<file path="config.mk">
export PLATFORM = sky130hd
export DESIGN_NAME = rbd_cmd_fifo
export DESIGN_NICKNAME = d
export VERILOG_FILES = /design/src/hw/rtl/rotating_bloom_dedup_unit_assert.svh /design/src/hw/rtl/rbd_pkg.sv /design/src/hw/rtl/rbd_cmd_fifo.sv
export SDC_FILE = /design/constraint.sdc
export NUM_CORES = 1
export LEC_CHECK = 0
export ABC_CLOCK_PERIOD_IN_PS = 5000
export BUFFER_PORTS_ARGS = -buffer_cell sky130_fd_sc_hd__buf_2
export CAP_MARGIN = 40
export CORE_AREA = 5 5 74 110
export DETAILED_ROUTE_END_ITERATION = 8
export DIE_AREA = 0 0 79 115
export PLACE_DENSITY = 0.85
export SETUP_SLACK_MARGIN = 0.15
export SYNTH_ARGS = -nofsm -noshare
export SYNTH_HDL_FRONTEND = slang
export SYNTH_SLANG_ARGS = --single-unit
export TNS_END_PERCENT = 30
</file>
<file path="constraint.sdc">
create_clock -name clk -period 5 [get_ports clk]
set_input_delay 1 -clock clk [delete_from_list [all_inputs] [get_ports clk]]
set_output_delay 1 -clock clk [all_outputs]
set_load 0.01 [all_outputs]
</file>
<file path="src/hw/rtl/rotating_bloom_dedup_unit_assert.svh">
// Assertion macros shared by the dedup filter RTL
`ifndef ROTATING_BLOOM_DEDUP_UNIT_ASSERT_SVH
`define ROTATING_BLOOM_DEDUP_UNIT_ASSERT_SVH

// antecedent implies consequent in the same cycle
`define RBD_CHECK_IMPLY(label, ante, cons, msg) \
  label: assert property (@(posedge clk) disable iff (rst) (ante) |-> (cons)) \
    else $error(msg);

// antecedent implies consequent in the next cycle
`define RBD_CHECK_NEXT(label, ante, cons, msg) \
  label: assert property (@(posedge clk) disable iff (rst) (ante) |=> (cons)) \
    else $error(msg);

// condition must never hold
`define RBD_CHECK_NEVER(label, cond, msg) \
  label: assert property (@(posedge clk) disable iff (rst) !(cond)) \
    else $error(msg);

`endif

</file>
<file path="src/hw/rtl/rbd_pkg.sv">
// Shared types and constants for the rotating Bloom dedup filter
package rbd_pkg;

  // default geometry and register reset
  localparam int unsigned FILTER_BITS_DEF = 2048;
  localparam int unsigned NUM_SLOTS_DEF   = 4;
  localparam int unsigned CMD_DEPTH       = 2;
  localparam logic [31:0] WINDOW_RESET    = 32'd100;

  // widest bit position the filter allows (65536 bits)
  localparam int unsigned POS_W = 16;

  // hash multipliers
  localparam logic [31:0] HASH_A_MUL  = 32'h85EB_CA6B;
  localparam logic [31:0] HASH_A_TY   = 32'hC2B2_AE35;
  localparam logic [31:0] HASH_B_MUL  = 32'hCC9E_2D51;
  localparam logic [31:0] HASH_B_TY   = 32'h1B87_3593;
  localparam logic [31:0] HASH_C_MUL1 = 32'h7FEB_352D;
  localparam logic [31:0] HASH_C_MUL2 = 32'h846C_A68B;

  // one request
  typedef struct packed {
    logic [31:0] node_id;
    logic [31:0] seq_num;
    logic [7:0]  pkt_type;
    logic [31:0] now_tick;
  } rbd_in_t;

  // one result
  typedef struct packed {
    logic        is_new;
    logic [31:0] insert_count;
    logic [31:0] dup_count;
  } rbd_out_t;

  // classified request handed from front to back
  typedef struct packed {
    logic             rotate;
    logic [POS_W-1:0] pos0;
    logic [POS_W-1:0] pos1;
    logic [POS_W-1:0] pos2;
  } rbd_cmd_t;

endpackage

</file>
<file path="src/hw/rtl/rbd_cmd_fifo.sv">
// Short queue of classified requests between front and back
module rbd_cmd_fifo
  import rbd_pkg::*;
#(
  parameter int unsigned DEPTH = CMD_DEPTH
) (
  input  logic     clk,
  input  logic     rst,
  input  logic     wr_valid,
  output logic     wr_ready,
  input  rbd_cmd_t wr_data,
  output logic     rd_valid,
  input  logic     rd_ready,
  output rbd_cmd_t rd_data
);

  localparam int unsigned PTR_W = $clog2(DEPTH);
  localparam int unsigned CNT_W = $clog2(DEPTH + 1);

  rbd_cmd_t         mem [DEPTH];
  logic [PTR_W-1:0] wr_ptr;
  logic [PTR_W-1:0] rd_ptr;
  logic [CNT_W-1:0] count;
  logic             push;
  logic             pop;

  assign wr_ready = (count != CNT_W'(DEPTH));
  assign rd_valid = (count != '0);
  assign rd_data  = mem[rd_ptr];
  assign push     = wr_valid && wr_ready;
  assign pop      = rd_valid && rd_ready;

  // storage
  always_ff @(posedge clk) begin
    if (push) begin
      mem[wr_ptr] <= wr_data;
    end
  end

  // pointers and fill level
  always_ff @(posedge clk) begin
    if (rst) begin
      wr_ptr <= '0;
      rd_ptr <= '0;
      count  <= '0;
    end else begin
      if (push) begin
        wr_ptr <= (wr_ptr == PTR_W'(DEPTH - 1)) ? '0 : wr_ptr + 1'b1;
      end
      if (pop) begin
        rd_ptr <= (rd_ptr == PTR_W'(DEPTH - 1)) ? '0 : rd_ptr + 1'b1;
      end
      if (push && !pop) begin
        count <= count + 1'b1;
      end else if (pop && !push) begin
        count <= count - 1'b1;
      end
    end
  end

endmodule

</file>
==> summary.md <==
| Metric | Value |
|---|---|
| Outcome | complete, no violations |
| Met1 Usage GRT | 0.163 |
| Crit path capture type | output pin |
| Fin cells | 373 |
| Inserted Diodes | 0 |
| Least-Margin Pin Slew | 0.453 ns |
| Root buffer cell | clkbuf_8 |
| Worst hold path class | flop to flop |
| Post-Syn Nets | 230 |
| EDFF count, synth | roughly 100 |
| Fmax | 0.364 GHz |
| Vias | 1902 |
| 1st-pass router iterations | 4 |
| CTS max path bufs | 2 |
| Worst VDD drop | 356 uV |
| DIE WIDTH | roughly 79 um |
| Sw Share | 0.273 |
| Crit path arrival time | 1.74 ns |
| Met3 usage | 0.0306 |
| CP peak stage delay | just under 0.6 ns |
| Comb pwr share | 0.256 |
| Hold Vio Cnt, Final | 0 |
| Most common cell in the netlist | edfxtp_1 |
| Final Cycle Share | 0.549 |
| Worst relative slew slack | 0.698 |
| Met2 usage | 0.264 |
| First-pass GRT wire length | 9920 um |
| FF+latch count, synth | 103 |
| Final setup fails | 0 |
| Part of the power in registers | 0.518 |
| Worst-skew pair later-pin latency | 0.36 ns |
| Area leader, netlist | edfxtp_1 |
| Max-slew violations | 0 |
| Most used routing layer in global routing | met2 |
| Area of the multi-input gates | 672 um^2 |
| Tmin final | 2.74 ns |
| Gr usage total | 0.148 |
| Register area | 3040 um^2 |
| CTS sink count | a little over 100 |
| Clock group share of total power | 0.226 |
| Post-route setup TNS | 0 ns |
| Starting density of the core | 0.529 |
| Sequence of cells on the critical path | buf_12 -> mux2_2 -> buf_2 |
| Syn_area_per_cell | between 20 and 25 um^2 |
| Largest net degree at the start of global routing | 36 |
| Placed cell count | 357 |
| Total power | 2.18 mW |
| Fillers | 516 |
| Synth warnings | 0 |
| Setup CP Type | flop to output pin |
| Startpoint Class | flop |
| DRC | 0 |
| Hold Slack | 0.521 ns |
| CTS H-Tree Depth | 3 |
| Synth async-reset ratio | 0 |
| CTS buffer count | 9 |
| Die Footprint | 9090 um^2 |
| Row count | 38 |
| Most used flip-flop cell after synthesis | edfxtp_1 |
| Fin Clk Skew | 0.00499 ns |
| Pwr/cell area | about 470 nW/um^2 |
| Count of input and output buffers | 103 |
| RSZ-0062 raised after global routing | no |
| Synth cell count leaders | edfxtp_1, mux2_2, dfxtp_1 |
| First DRT Iteration DRCs | ~140 |
| Syn-to-layout area delta | 22.2% |
| Synthesized netlist cell count | approximately 180 |
| Post-CTS sizing | 0 |
| IO Pins | 104 |
| Slowest-stage cell, CP | dfxtp_2 |
| Synth top area cells | edfxtp_1, mux2_2, dfxtp_1 |
| Post-CTS setup buffers | 0 |
| Top-area cell type share of the netlist area | 0.785 |
| Vias/cell | 5.10 |
| Chip height | 115 um |
| Layout Nets | between 300 and 400 |
| Pleak | 1.72 nW |
| Total Wirelength | approximately 6400 um |
| Wire per inst | 17.3 um |
| Initial antenna violation count | 0 |
| Switching power | 0.593 mW |
| Placer congestion estimate | ~0.71 |
| Hold-fix buffers, CTS | 0 |
| Congestion Overflow GR | 0 |
| Seq/Total Area, Yosys | 0.811 |
| Hpwl dp | 4470 um |
| Synth Cell Area | 3750 um^2 |
| Critical path fanouts, max | 35 |
| Core area | between 7000 and 8000 um^2 |
| Internal | 1.58 mW |
| Share of layout cells above drive strength 1 | 0.597 |
| Worst-path clk slew | 0.08 ns |
| Vias in the first global route | 2079 |
| TritonCTS clock tree | done |
| ANT nets after route | 0 |
| Post-synth cell types | 19 |
| Max-cap viol count | 0 |
| Critical Path RT | 4.00 ns |
## cells by family after synthesis
family,Yosys count,share of synthesized area
xor gates and xnor gates,3,0.00701
DFF,103,0.811
and+or+nand+nor,9,0.0133
AOI/OAI and AO/OA,5,0.00801
buffers and inverters,6,0.0100
muxes,49,0.147
adders and majority gates,1,0.00334
## placed cells by master (no fill, tap or decap)
cell type,n
a21bo_2,1
a21oi_1,2
and2_1,1
and3_2,1
buf_12,3
buf_2,103
bufinv_16,1
clkbuf_8,9
clkinv_1,1
clkinv_2,3
clkinvlp_4,2
dfxtp_1,4
dfxtp_2,1
edfxtp_1,98
ha_1,1
inv_2,1
mux2_2,49
nand2b_1,1
nand3b_1,1
nor2_1,3
o21ai_0,2
or2_2,1
or3_1,1
xor2_1,3
## path summary, 6_finish.rpt
kind	from	to	slack, ns	cells after the start
max	flop	rd_data[17]	2.26	3
min	rd_ptr	rd_ptr	0.52	2
max reg2reg	count[0]	mem[1][3]	3.27	3
min reg2reg	rd_ptr	rd_ptr	0.52	2
## stage by stage
stage	cell area [um^2]	util	setup WS (ns)
after floorplan	3750	-	2.37
after global placement	4340	0.612	2.29
after detailed placement	4400	0.620	2.62
after CTS	4580	0.647	2.22
after global routing	4580	0.647	2.16
final	4580	0.647	2.26
## sequential cells by signal, indices dropped and copies added, names as in the netlist, named ones only
name / flops
count: 2
rd_ptr: 1
mem: 98
wr_ptr: 1
## area by class of cell
cell class	instances	share of cell area
clock buffers	9	0.0270
multi-input cells	67	0.147
flip-flops and latches	103	0.664
clock inverters	7	0.0139
inverters	1	0.000819
well taps	80	0.0218
repair buffers	106	0.126
## layer usage
layer	vias up	wire length, um	share of wire
li1	911	-	-
met2	55	3580	0.56
met1	929	2430	0.38
met3	7	316	0.049
met5	-	0	0
met4	0	115	0.018
## power by group through the flow
| stage | combinational, mW | sequential [mW] | clock, mW |
|---|---|---|---|
| 2_1_floorplan | 0.370 | 1.12 | 0 |
| 3_3_place_gp | 0.499 | 1.18 | 0 |
| 3_5_place_dp | 0.571 | 1.15 | 0 |
| 4_1_cts | 0.572 | 1.13 | 0.501 |
| 5_1_grt | 0.608 | 1.14 | 0.541 |
| 6_report | 0.557 | 1.13 | 0.492 |
## critical path, delay by kind of cell, from the launching register on
family	cells	cell delay (ns)
buffers and inverters	2	0.41
muxes	1	0.37
DFF	1	0.59
No activity file was read; power rests on OpenSTA's default activity.
