### src/hw/rtl/rotating_bloom_dedup_unit_assert.svh
// Assertion macros shared by the dedup filter RTL
`ifndef ROTATING_BLOOM_DEDUP_UNIT_ASSERT_SVH
`define ROTATING_BLOOM_DEDUP_UNIT_ASSERT_SVH

// antecedent implies consequent in the same cycle
`define RBD_CHECK_IMPLY(label, ante, cons, msg) \
  label: assert property (@(posedge clk) disable iff (rst) (ante) |-> (cons)) \
    else $error(msg);

// antecedent implies consequent in the next cycle
`define RBD_CHECK_NEXT(label, ante, cons, msg) \
  label: assert property (@(posedge clk) disable iff (rst) (ante) |=> (cons)) \
    else $error(msg);

// condition must never hold
`define RBD_CHECK_NEVER(label, cond, msg) \
  label: assert property (@(posedge clk) disable iff (rst) !(cond)) \
    else $error(msg);

`endif

### src/hw/rtl/rbd_pkg.sv
// Shared types and constants for the rotating Bloom dedup filter
package rbd_pkg;

  // default geometry and register reset
  localparam int unsigned FILTER_BITS_DEF = 2048;
  localparam int unsigned NUM_SLOTS_DEF   = 4;
  localparam int unsigned CMD_DEPTH       = 2;
  localparam logic [31:0] WINDOW_RESET    = 32'd100;

  // widest bit position the filter allows (65536 bits)
  localparam int unsigned POS_W = 16;

  // hash multipliers
  localparam logic [31:0] HASH_A_MUL  = 32'h85EB_CA6B;
  localparam logic [31:0] HASH_A_TY   = 32'hC2B2_AE35;
  localparam logic [31:0] HASH_B_MUL  = 32'hCC9E_2D51;
  localparam logic [31:0] HASH_B_TY   = 32'h1B87_3593;
  localparam logic [31:0] HASH_C_MUL1 = 32'h7FEB_352D;
  localparam logic [31:0] HASH_C_MUL2 = 32'h846C_A68B;

  // one request
  typedef struct packed {
    logic [31:0] node_id;
    logic [31:0] seq_num;
    logic [7:0]  pkt_type;
    logic [31:0] now_tick;
  } rbd_in_t;

  // one result
  typedef struct packed {
    logic        is_new;
    logic [31:0] insert_count;
    logic [31:0] dup_count;
  } rbd_out_t;

  // classified request handed from front to back
  typedef struct packed {
    logic             rotate;
    logic [POS_W-1:0] pos0;
    logic [POS_W-1:0] pos1;
    logic [POS_W-1:0] pos2;
  } rbd_cmd_t;

endpackage

### src/hw/rtl/rbd_front.sv
// Front end: takes requests, decides slot rotation, computes the three bit positions
`include "rotating_bloom_dedup_unit_assert.svh"

module rbd_front
  import rbd_pkg::*;
#(
  parameter int unsigned FILTER_BITS = FILTER_BITS_DEF
) (
  input  logic        clk,
  input  logic        rst,
  input  logic        cfg_we,
  input  logic [31:0] cfg_wdata,
  input  logic        pkt_valid,
  output logic        pkt_ready,
  input  rbd_in_t     pkt,
  input  logic        init_busy,
  output logic        cmd_valid,
  input  logic        cmd_ready,
  output rbd_cmd_t    cmd
);

  localparam int unsigned IDX_W   = $clog2(FILTER_BITS);
  localparam int unsigned REM_W   = IDX_W + 1;
  localparam bit          IS_POW2 = (FILTER_BITS & (FILTER_BITS - 1)) == 0;
  // reciprocal of the bit count, scaled by 2^RSH and rounded down
  localparam int unsigned RSH     = 32 + IDX_W;
  localparam logic [32:0] RECIP   = 33'((64'd1 << RSH) / 64'(FILTER_BITS));
  localparam int unsigned STEPS   = 3;
  localparam int unsigned STEP_W  = $clog2(STEPS);

  typedef enum logic [4:0] {
    F_IDLE = 5'b00001,
    F_MUL1 = 5'b00010,
    F_MUL2 = 5'b00100,
    F_MOD  = 5'b01000,
    F_PUSH = 5'b10000
  } front_state_t;

  // low 32 bits of a product
  function automatic logic [31:0] mul32(input logic [31:0] a, input logic [31:0] b);
    logic [31:0] m;
    m = a * b;
    return m;
  endfunction

  // low bits of the quotient estimate; it is the true quotient or one below
  function automatic logic [REM_W-1:0] quo_low(input logic [31:0] h);
    logic [64:0] prod;
    prod = {33'd0, h} * {32'd0, RECIP};
    return REM_W'(prod >> RSH);
  endfunction

  // hash minus quotient times bit count, below twice the bit count
  function automatic logic [REM_W-1:0] rem_raw(input logic [31:0]      h,
                                               input logic [REM_W-1:0] q);
    logic [REM_W-1:0] qn;
    qn = q * REM_W'(FILTER_BITS);
    return h[REM_W-1:0] - qn;
  endfunction

  // one correcting subtract
  function automatic logic [REM_W-1:0] rem_fix(input logic [REM_W-1:0] r);
    return (r >= REM_W'(FILTER_BITS)) ? r - REM_W'(FILTER_BITS) : r;
  endfunction

  front_state_t      state;
  logic [31:0]       window_ticks;
  logic [31:0]       slot_start;
  logic [31:0]       id_q;
  logic [31:0]       sq_q;
  logic [7:0]        ty_q;
  logic              rot_q;
  logic [31:0]       ma1, ma2, mb1, mb2, mc;
  logic [31:0]       ha, hb, hc;
  logic [REM_W-1:0]  rem_a, rem_b, rem_c;
  logic [STEP_W-1:0] step_cnt;

  logic              accept;
  logic              rotate_now;
  logic [31:0]       elapsed;
  logic [31:0]       hc0, ha_pre, ha_mix, hb_pre, hb_mix, hc_mix, hc_mul;

  assign pkt_ready  = (state == F_IDLE) && !init_busy;
  assign accept     = pkt_valid && pkt_ready;
  assign elapsed    = pkt.now_tick - slot_start;
  assign rotate_now = elapsed > window_ticks;

  // hash mixing between the multiplier stages
  always_comb begin
    hc0    = {sq_q[23:0], ty_q} ^ id_q;
    ha_pre = id_q ^ ma1 ^ ma2;
    ha_mix = ha_pre ^ (ha_pre >> 16);
    hb_pre = sq_q ^ mb1 ^ mb2;
    hb_mix = hb_pre ^ (hb_pre >> 15);
    hc_mix = mc ^ (mc >> 15);
    hc_mul = mul32(hc_mix, HASH_C_MUL2);
  end

  // classified request to the queue
  assign cmd_valid = (state == F_PUSH);
  always_comb begin
    cmd.rotate = rot_q;
    if (IS_POW2) begin
      cmd.pos0 = POS_W'(ha[IDX_W-1:0]);
      cmd.pos1 = POS_W'(hb[IDX_W-1:0]);
      cmd.pos2 = POS_W'(hc[IDX_W-1:0]);
    end else begin
      cmd.pos0 = POS_W'(rem_a[IDX_W-1:0]);
      cmd.pos1 = POS_W'(rem_b[IDX_W-1:0]);
      cmd.pos2 = POS_W'(rem_c[IDX_W-1:0]);
    end
  end

  // window register
  always_ff @(posedge clk) begin
    if (rst) begin
      window_ticks <= WINDOW_RESET;
    end else if (cfg_we) begin
      window_ticks <= cfg_wdata;
    end
  end

  // sequencer: accept, two multiply stages, three-step modulo unless FILTER_BITS is a power of two, push
  always_ff @(posedge clk) begin
    if (rst) begin
      state      <= F_IDLE;
      slot_start <= '0;
      rot_q      <= 1'b0;
      step_cnt   <= '0;
    end else begin
      unique case (state)
        F_IDLE: begin
          if (accept) begin
            id_q  <= pkt.node_id;
            sq_q  <= pkt.seq_num;
            ty_q  <= pkt.pkt_type;
            rot_q <= rotate_now;
            if (rotate_now) begin
              slot_start <= pkt.now_tick;
            end
            state <= F_MUL1;
          end
        end
        F_MUL1: begin
          ma1   <= mul32(sq_q, HASH_A_MUL);
          ma2   <= mul32({24'd0, ty_q}, HASH_A_TY);
          mb1   <= mul32(id_q, HASH_B_MUL);
          mb2   <= mul32({24'd0, ty_q}, HASH_B_TY);
          mc    <= mul32(hc0 ^ (hc0 >> 16), HASH_C_MUL1);
          state <= F_MUL2;
        end
        F_MUL2: begin
          ha       <= mul32(ha_mix, HASH_A_MUL);
          hb       <= mul32(hb_mix, HASH_B_MUL);
          hc       <= hc_mul ^ (hc_mul >> 16);
          step_cnt <= '0;
          state    <= IS_POW2 ? F_PUSH : F_MOD;
        end
        // quotient estimate, raw remainder, then correction
        F_MOD: begin
          if (step_cnt == STEP_W'(0)) begin
            rem_a <= quo_low(ha);
            rem_b <= quo_low(hb);
            rem_c <= quo_low(hc);
          end else if (step_cnt == STEP_W'(1)) begin
            rem_a <= rem_raw(ha, rem_a);
            rem_b <= rem_raw(hb, rem_b);
            rem_c <= rem_raw(hc, rem_c);
          end else begin
            rem_a <= rem_fix(rem_a);
            rem_b <= rem_fix(rem_b);
            rem_c <= rem_fix(rem_c);
            state <= F_PUSH;
          end
          step_cnt <= step_cnt + 1'b1;
        end
        F_PUSH: begin
          if (cmd_ready) begin
            state <= F_IDLE;
          end
        end
        default: state <= F_IDLE;
      endcase
    end
  end

  `RBD_CHECK_NEXT(a_rotate_restarts_slot, accept && rotate_now,
                  slot_start == $past(pkt.now_tick), "slot start not taken from rotating request")

endmodule

### config.mk
export PLATFORM = sky130hd
export DESIGN_NAME = rbd_front
export DESIGN_NICKNAME = d
export VERILOG_FILES = /design/src/hw/rtl/rbd_pkg.sv /design/src/hw/rtl/rbd_front.sv
export VERILOG_INCLUDE_DIRS = /design/src /design/src/hw/rtl
export SDC_FILE = /design/constraint.sdc
export NUM_CORES = 2
export LEC_CHECK = 0
export BUFFER_PORTS_ARGS = -buffer_cell sky130_fd_sc_hd__buf_2
export CAP_MARGIN = 0
export CORE_MARGIN = 5
export CORE_UTILIZATION = 25
export CTS_BUF_LIST = sky130_fd_sc_hd__clkbuf_4
export CTS_CLUSTER_DIAMETER = 50
export DETAILED_ROUTE_END_ITERATION = 10
export GPL_TIMING_DRIVEN = 0
export RECOVER_POWER = 100
export REMOVE_ABC_BUFFERS = 1
export SLEW_MARGIN = 20
export SYNTH_ARGS = -nofsm -noshare
export SYNTH_HDL_FRONTEND = slang
export SYNTH_SLANG_ARGS = --single-unit
### constraint.sdc
create_clock -name clk -period 8.4 [get_ports clk]
set_input_delay 0.42 -clock clk [delete_from_list [all_inputs] [get_ports clk]]
set_output_delay 0.42 -clock clk [all_outputs]
set_load 0.01 [all_outputs]
==> results.txt <==
- The run finished, with violations left.
* Failing checks: DRC, capacitance limit, slew limit
- Largest clock skew in the final design: 132 ps
* Finished Layout Cells: 7256
* End of the worst register-to-register path: mc[30]$_DFFE_PP_
* Antenna-violating nets left: 0
- Area of all placed cells without fillers: 52800 µm²
- Fillers: 18800
* Post-detailed-routing wire length: 123000 µm
* Final critical path time including I/O delays and setup: 8180 ps
- In the final routed layout, each cell accounts on average for 16.9 µm.
* Type of the tightest min-delay check: primary input to flip-flop
- The worst hold path begins at pkt[102].
- After detailed routing, the number of vias per cell comes to 4.25.
- Proportion of synthesized flip-flops having asynchronous set or reset: 0%
* Most frequent cell on the critical path: sky130_fd_sc_hd__fa_1
- In this run the critical register-to-register path is launched from sq_q[16]$_DFFE_PP_.
- Worst R2R Setup Slack: 220 ps
- Of all cell types, the one taking the most synthesized area is sky130_fd_sc_hd__fa_1.
- Clock Root Buffer: sky130_fd_sc_hd__clkbuf_4
- For the worst flop-to-flop path, the logic depth is 22.
- The signal on the critical path passes through xor2_1 -> xnor2_4 -> ha_1 -> inv_1 -> fa_1 -> fa_1 -> fa_1 -> inv_1 -> ha_1 -> fa_1 -> fa_1 -> inv_1 -> fa_1 -> inv_1 -> ha_1 -> and2_1 -> a221o_1 -> a41oi_1 -> o2bb2ai_1 -> o21ai_1 -> a221oi_1 -> xnor2_1.
- For this run, the register share of the synthesized area comes to 17.5%.
* Placeable core region: 181000 µm²
* Critical Path End Type: flip-flop
- Count of final setup violators: 0
- After synthesis, the netlist uses 83 different library cells.
- Area share of the largest cell type after synthesis: 27.4%
* Area of the mapped netlist: 45400 µm²
* Mean Syn Cell Area: 10.5 µm²
* Die Area: 190000 µm²
- The wire-length estimate of the detail-placed layout is 103000 µm.
* Start-to-end type of the worst setup path: flip-flop to flip-flop
- Together, buffers and inverters on the worst path number 4.
* Arrival time at the worst endpoint: 8840 ps
* Antenna violations before repair: 14
- Slew at the pin closest to its max-slew limit: 2820 ps
- Largest net degree at the start of global routing: 54
- For this design the top-level I/O count stands at 193.
* Floorplan die height: 436 µm
- Mapped Cells: 4336
- The final critical path takes up 97.4% of the cycle.
* Clock tree from TritonCTS: done
* Slowest stage cell on the critical path: sky130_fd_sc_hd__edfxtp_1
- At the end of routability-driven placement, the weighted congestion stood at 0.935.
- Initial cell density of the core: 25.1%
* Highest Clock Rate: 122 MHz
- Vias in the first global route: 33200
- In the final layout, the share of cells above drive strength 1 is 6.88%.
- For this block, the via count after detailed routing is 30800.
- Number of slew-limit violations in the final report: 225
- TritonCTS created 86 clock buffers.
- The number of hold-slack violations in the final timing report came to 0.
- Clock insertion delay at the later pin of the skew report: 970 ps
- The first global-routing pass estimated 189000 µm of wire.
- For this design, the sink count on the clock tree is 288.
- Number of enable-type register cells in the synthesized netlist: 219
- After synthesis the netlist holds a flip-flop and latch count of 288.
- The most used flip-flop cell after synthesis is sky130_fd_sc_hd__edfxtp_1.
* Initial detailed-routing violation count: 1420
* Remaining DRCs: 3
* NumNets Final: 6443
- Worst Hold Depth: 2
* Top library cells by usage in the layout, fill and taps aside: sky130_fd_sc_hd__inv_1, sky130_fd_sc_hd__ha_1, sky130_fd_sc_hd__fa_1
* Post-place instance area: 49400 µm²
- Worst slew margin: -88.2%
- At the worst endpoint, the required time is 9060 ps.
- The floorplan has 156 rows.
* Maxcap violations: 6
- Largest cells by area after synthesis: sky130_fd_sc_hd__fa_1, sky130_fd_sc_hd__ha_1, sky130_fd_sc_hd__edfxtp_1
- Area Growth Syn to Fin: 16.1%
- Maximum number of buffers from clock root to sink: 3
- For hold timing, the worst endpoint is id_q[30]$_DFFE_PP_.
- In this design, the largest share of critical-path delay is due to adder cells.
- Critical path startpoint category: flip-flop
- Die boundary width: 436 µm
- The first detailed-routing pass ran for 10 iterations.
- Clock-pin slew was measured on the worst setup and hold paths at 60 ps.
- Most frequent standard cell in the layout excluding fill and tap cells: sky130_fd_sc_hd__inv_1
* H-tree levels: 3
- Global routing finished with a remaining overflow of 0.
* Synth Warn #: 0
- Input and output buffers added on the ports amount to 172.
* Global-route usage over all layers: 12.9%
* CP max stage delay: 830 ps
- Crit path max fanout: 13
* Number of placed instances, taps included: 6866
## cell families (layout without fill, tap and decap cells)
family          after synthesis  after routing  share of synthesized area (%)
other cells                   1             31                        0.00825
fa+ha+maj                  1486           1486                           51.2
simple gates                407            407                           4.14
xor+xnor                    504            504                           10.0
compound gates              387            387                           5.72
mux                          62             62                           1.37
buf+inv                    1201           1721                           10.1
flops                       288            288                           17.5
## area by class of cell
class                           instances  area, µm²  share of cell area [%]
Antenna cell                           16       40.0                  0.0759
Clock inverter                         30        225                   0.427
Sequential cell                       288       7960                    15.1
Tap cell                             2370       2970                    5.62
Timing Repair Buffer                  418       3170                    6.02
Clock buffer                          113        848                    1.61
Multi-Input combinational cell       2861      33200                    62.9
Inverter                             1160       4360                    8.25
## cells in the mapped netlist (4+ instances only)
cell type	instances
sky130_fd_sc_hd__inv_1	1157
sky130_fd_sc_hd__ha_1	865
sky130_fd_sc_hd__fa_1	621
sky130_fd_sc_hd__xnor2_1	387
sky130_fd_sc_hd__edfxtp_1	219
sky130_fd_sc_hd__nand2_1	132
sky130_fd_sc_hd__nor2_1	120
sky130_fd_sc_hd__a21oi_1	116
sky130_fd_sc_hd__xor2_1	103
sky130_fd_sc_hd__dfxtp_1	69
sky130_fd_sc_hd__a21o_1	63
sky130_fd_sc_hd__mux2i_1	62
sky130_fd_sc_hd__o21ai_0	49
sky130_fd_sc_hd__o21a_1	29
sky130_fd_sc_hd__nor3_1	26
sky130_fd_sc_hd__nand3_1	25
sky130_fd_sc_hd__clkbuf_1	20
sky130_fd_sc_hd__and2_1	18
sky130_fd_sc_hd__nor2b_1	17
sky130_fd_sc_hd__buf_4	16
sky130_fd_sc_hd__or3_1	16
sky130_fd_sc_hd__o211ai_1	15
sky130_fd_sc_hd__nand2b_1	13
sky130_fd_sc_hd__a211oi_1	12
sky130_fd_sc_hd__and3_1	12
sky130_fd_sc_hd__o21bai_1	12
sky130_fd_sc_hd__a31oi_1	11
sky130_fd_sc_hd__nand4_1	9
sky130_fd_sc_hd__o31ai_1	8
sky130_fd_sc_hd__or2_2	7
sky130_fd_sc_hd__a2111oi_0	6
sky130_fd_sc_hd__a21boi_0	5
sky130_fd_sc_hd__xnor2_2	5
sky130_fd_sc_hd__xor2_2	5
sky130_fd_sc_hd__a211o_1	4
sky130_fd_sc_hd__a41oi_1	4
sky130_fd_sc_hd__buf_2	4
sky130_fd_sc_hd__o31a_1	4
sky130_fd_sc_hd__o41ai_1	4
## worst register-to-register path, cell delays in order, from the launching register on
cell,delay (ps)
sky130_fd_sc_hd__edfxtp_1,830
sky130_fd_sc_hd__xor2_1,430
sky130_fd_sc_hd__xnor2_4,640
sky130_fd_sc_hd__ha_1,320
sky130_fd_sc_hd__inv_1,80
sky130_fd_sc_hd__fa_1,550
sky130_fd_sc_hd__fa_1,550
sky130_fd_sc_hd__fa_1,520
sky130_fd_sc_hd__inv_1,40
sky130_fd_sc_hd__ha_1,270
sky130_fd_sc_hd__fa_1,470
sky130_fd_sc_hd__fa_1,500
sky130_fd_sc_hd__inv_1,50
sky130_fd_sc_hd__fa_1,470
sky130_fd_sc_hd__inv_1,50
sky130_fd_sc_hd__ha_1,320
sky130_fd_sc_hd__and2_1,210
sky130_fd_sc_hd__a221o_1,320
sky130_fd_sc_hd__a41oi_1,270
sky130_fd_sc_hd__o2bb2ai_1,320
sky130_fd_sc_hd__o21ai_1,180
sky130_fd_sc_hd__a221oi_1,340
sky130_fd_sc_hd__xnor2_1,150
## sequential cells by signal, indices dropped and copies added, names as in the netlist, 21 cells and up
name / count
id_q: 32
mc: 32
slot_start: 32
window_ticks: 32
sq_q: 27
ma1: 22
ma2: 22
mb1: 22
mb2: 21
## routing by layer
metal	global-route usage [%]	vias up	routed length, µm
met2	23.0	685	61900
li1	-	14700	-
met3	1.79	259	4960
met5	0	-	0
met4	7.13	0	7260
met1	14.8	15200	48500
## through the flow
stage               utilization (%)  hold slack [ps]  setup slack (ps)  TNS, ps
floorplan                         -              435              1190        0
global placement               27.2              443             -1210    -2730
detailed placement             27.3              448              -357     -899
CTS                            29.1             6.09              11.1        0
global route                   29.2             80.5             -12.6    -12.6
finish                         29.2              217               221        0
## timing repair
| item | CTS | global route |
|---|---|---|
| hold endpoints to repair | 134 | 0 |
| endpoints found under the setup margin | 5 | 4 |
| setup buffers | 4 | 23 |
| gates resized for setup | 9 | 15 |
| hold buffers | 204 | 0 |
## worst max path at each step
stage / cells past startpoint / from / slack [ps] / endpoint
floorplan: 28 / sq_q[10]$_DFFE_PP_ / 1190 / mc[30]$_DFFE_PP_
global placement: 22 / sq_q[8]$_DFFE_PP_ / -1210 / mc[31]$_DFFE_PP_
detailed placement: 28 / sq_q[10]$_DFFE_PP_ / -360 / mc[30]$_DFFE_PP_
CTS: 25 / ty_q[1]$_DFFE_PP_ / 10 / mc[31]$_DFFE_PP_
global route: 22 / sq_q[16]$_DFFE_PP_ / -10 / mc[30]$_DFFE_PP_
finish: 22 / sq_q[16]$_DFFE_PP_ / 220 / mc[30]$_DFFE_PP_
Power is left out: the tool's default activity adds up to more than one toggle a clock period on the data nets, which glitch-free logic cannot reach.
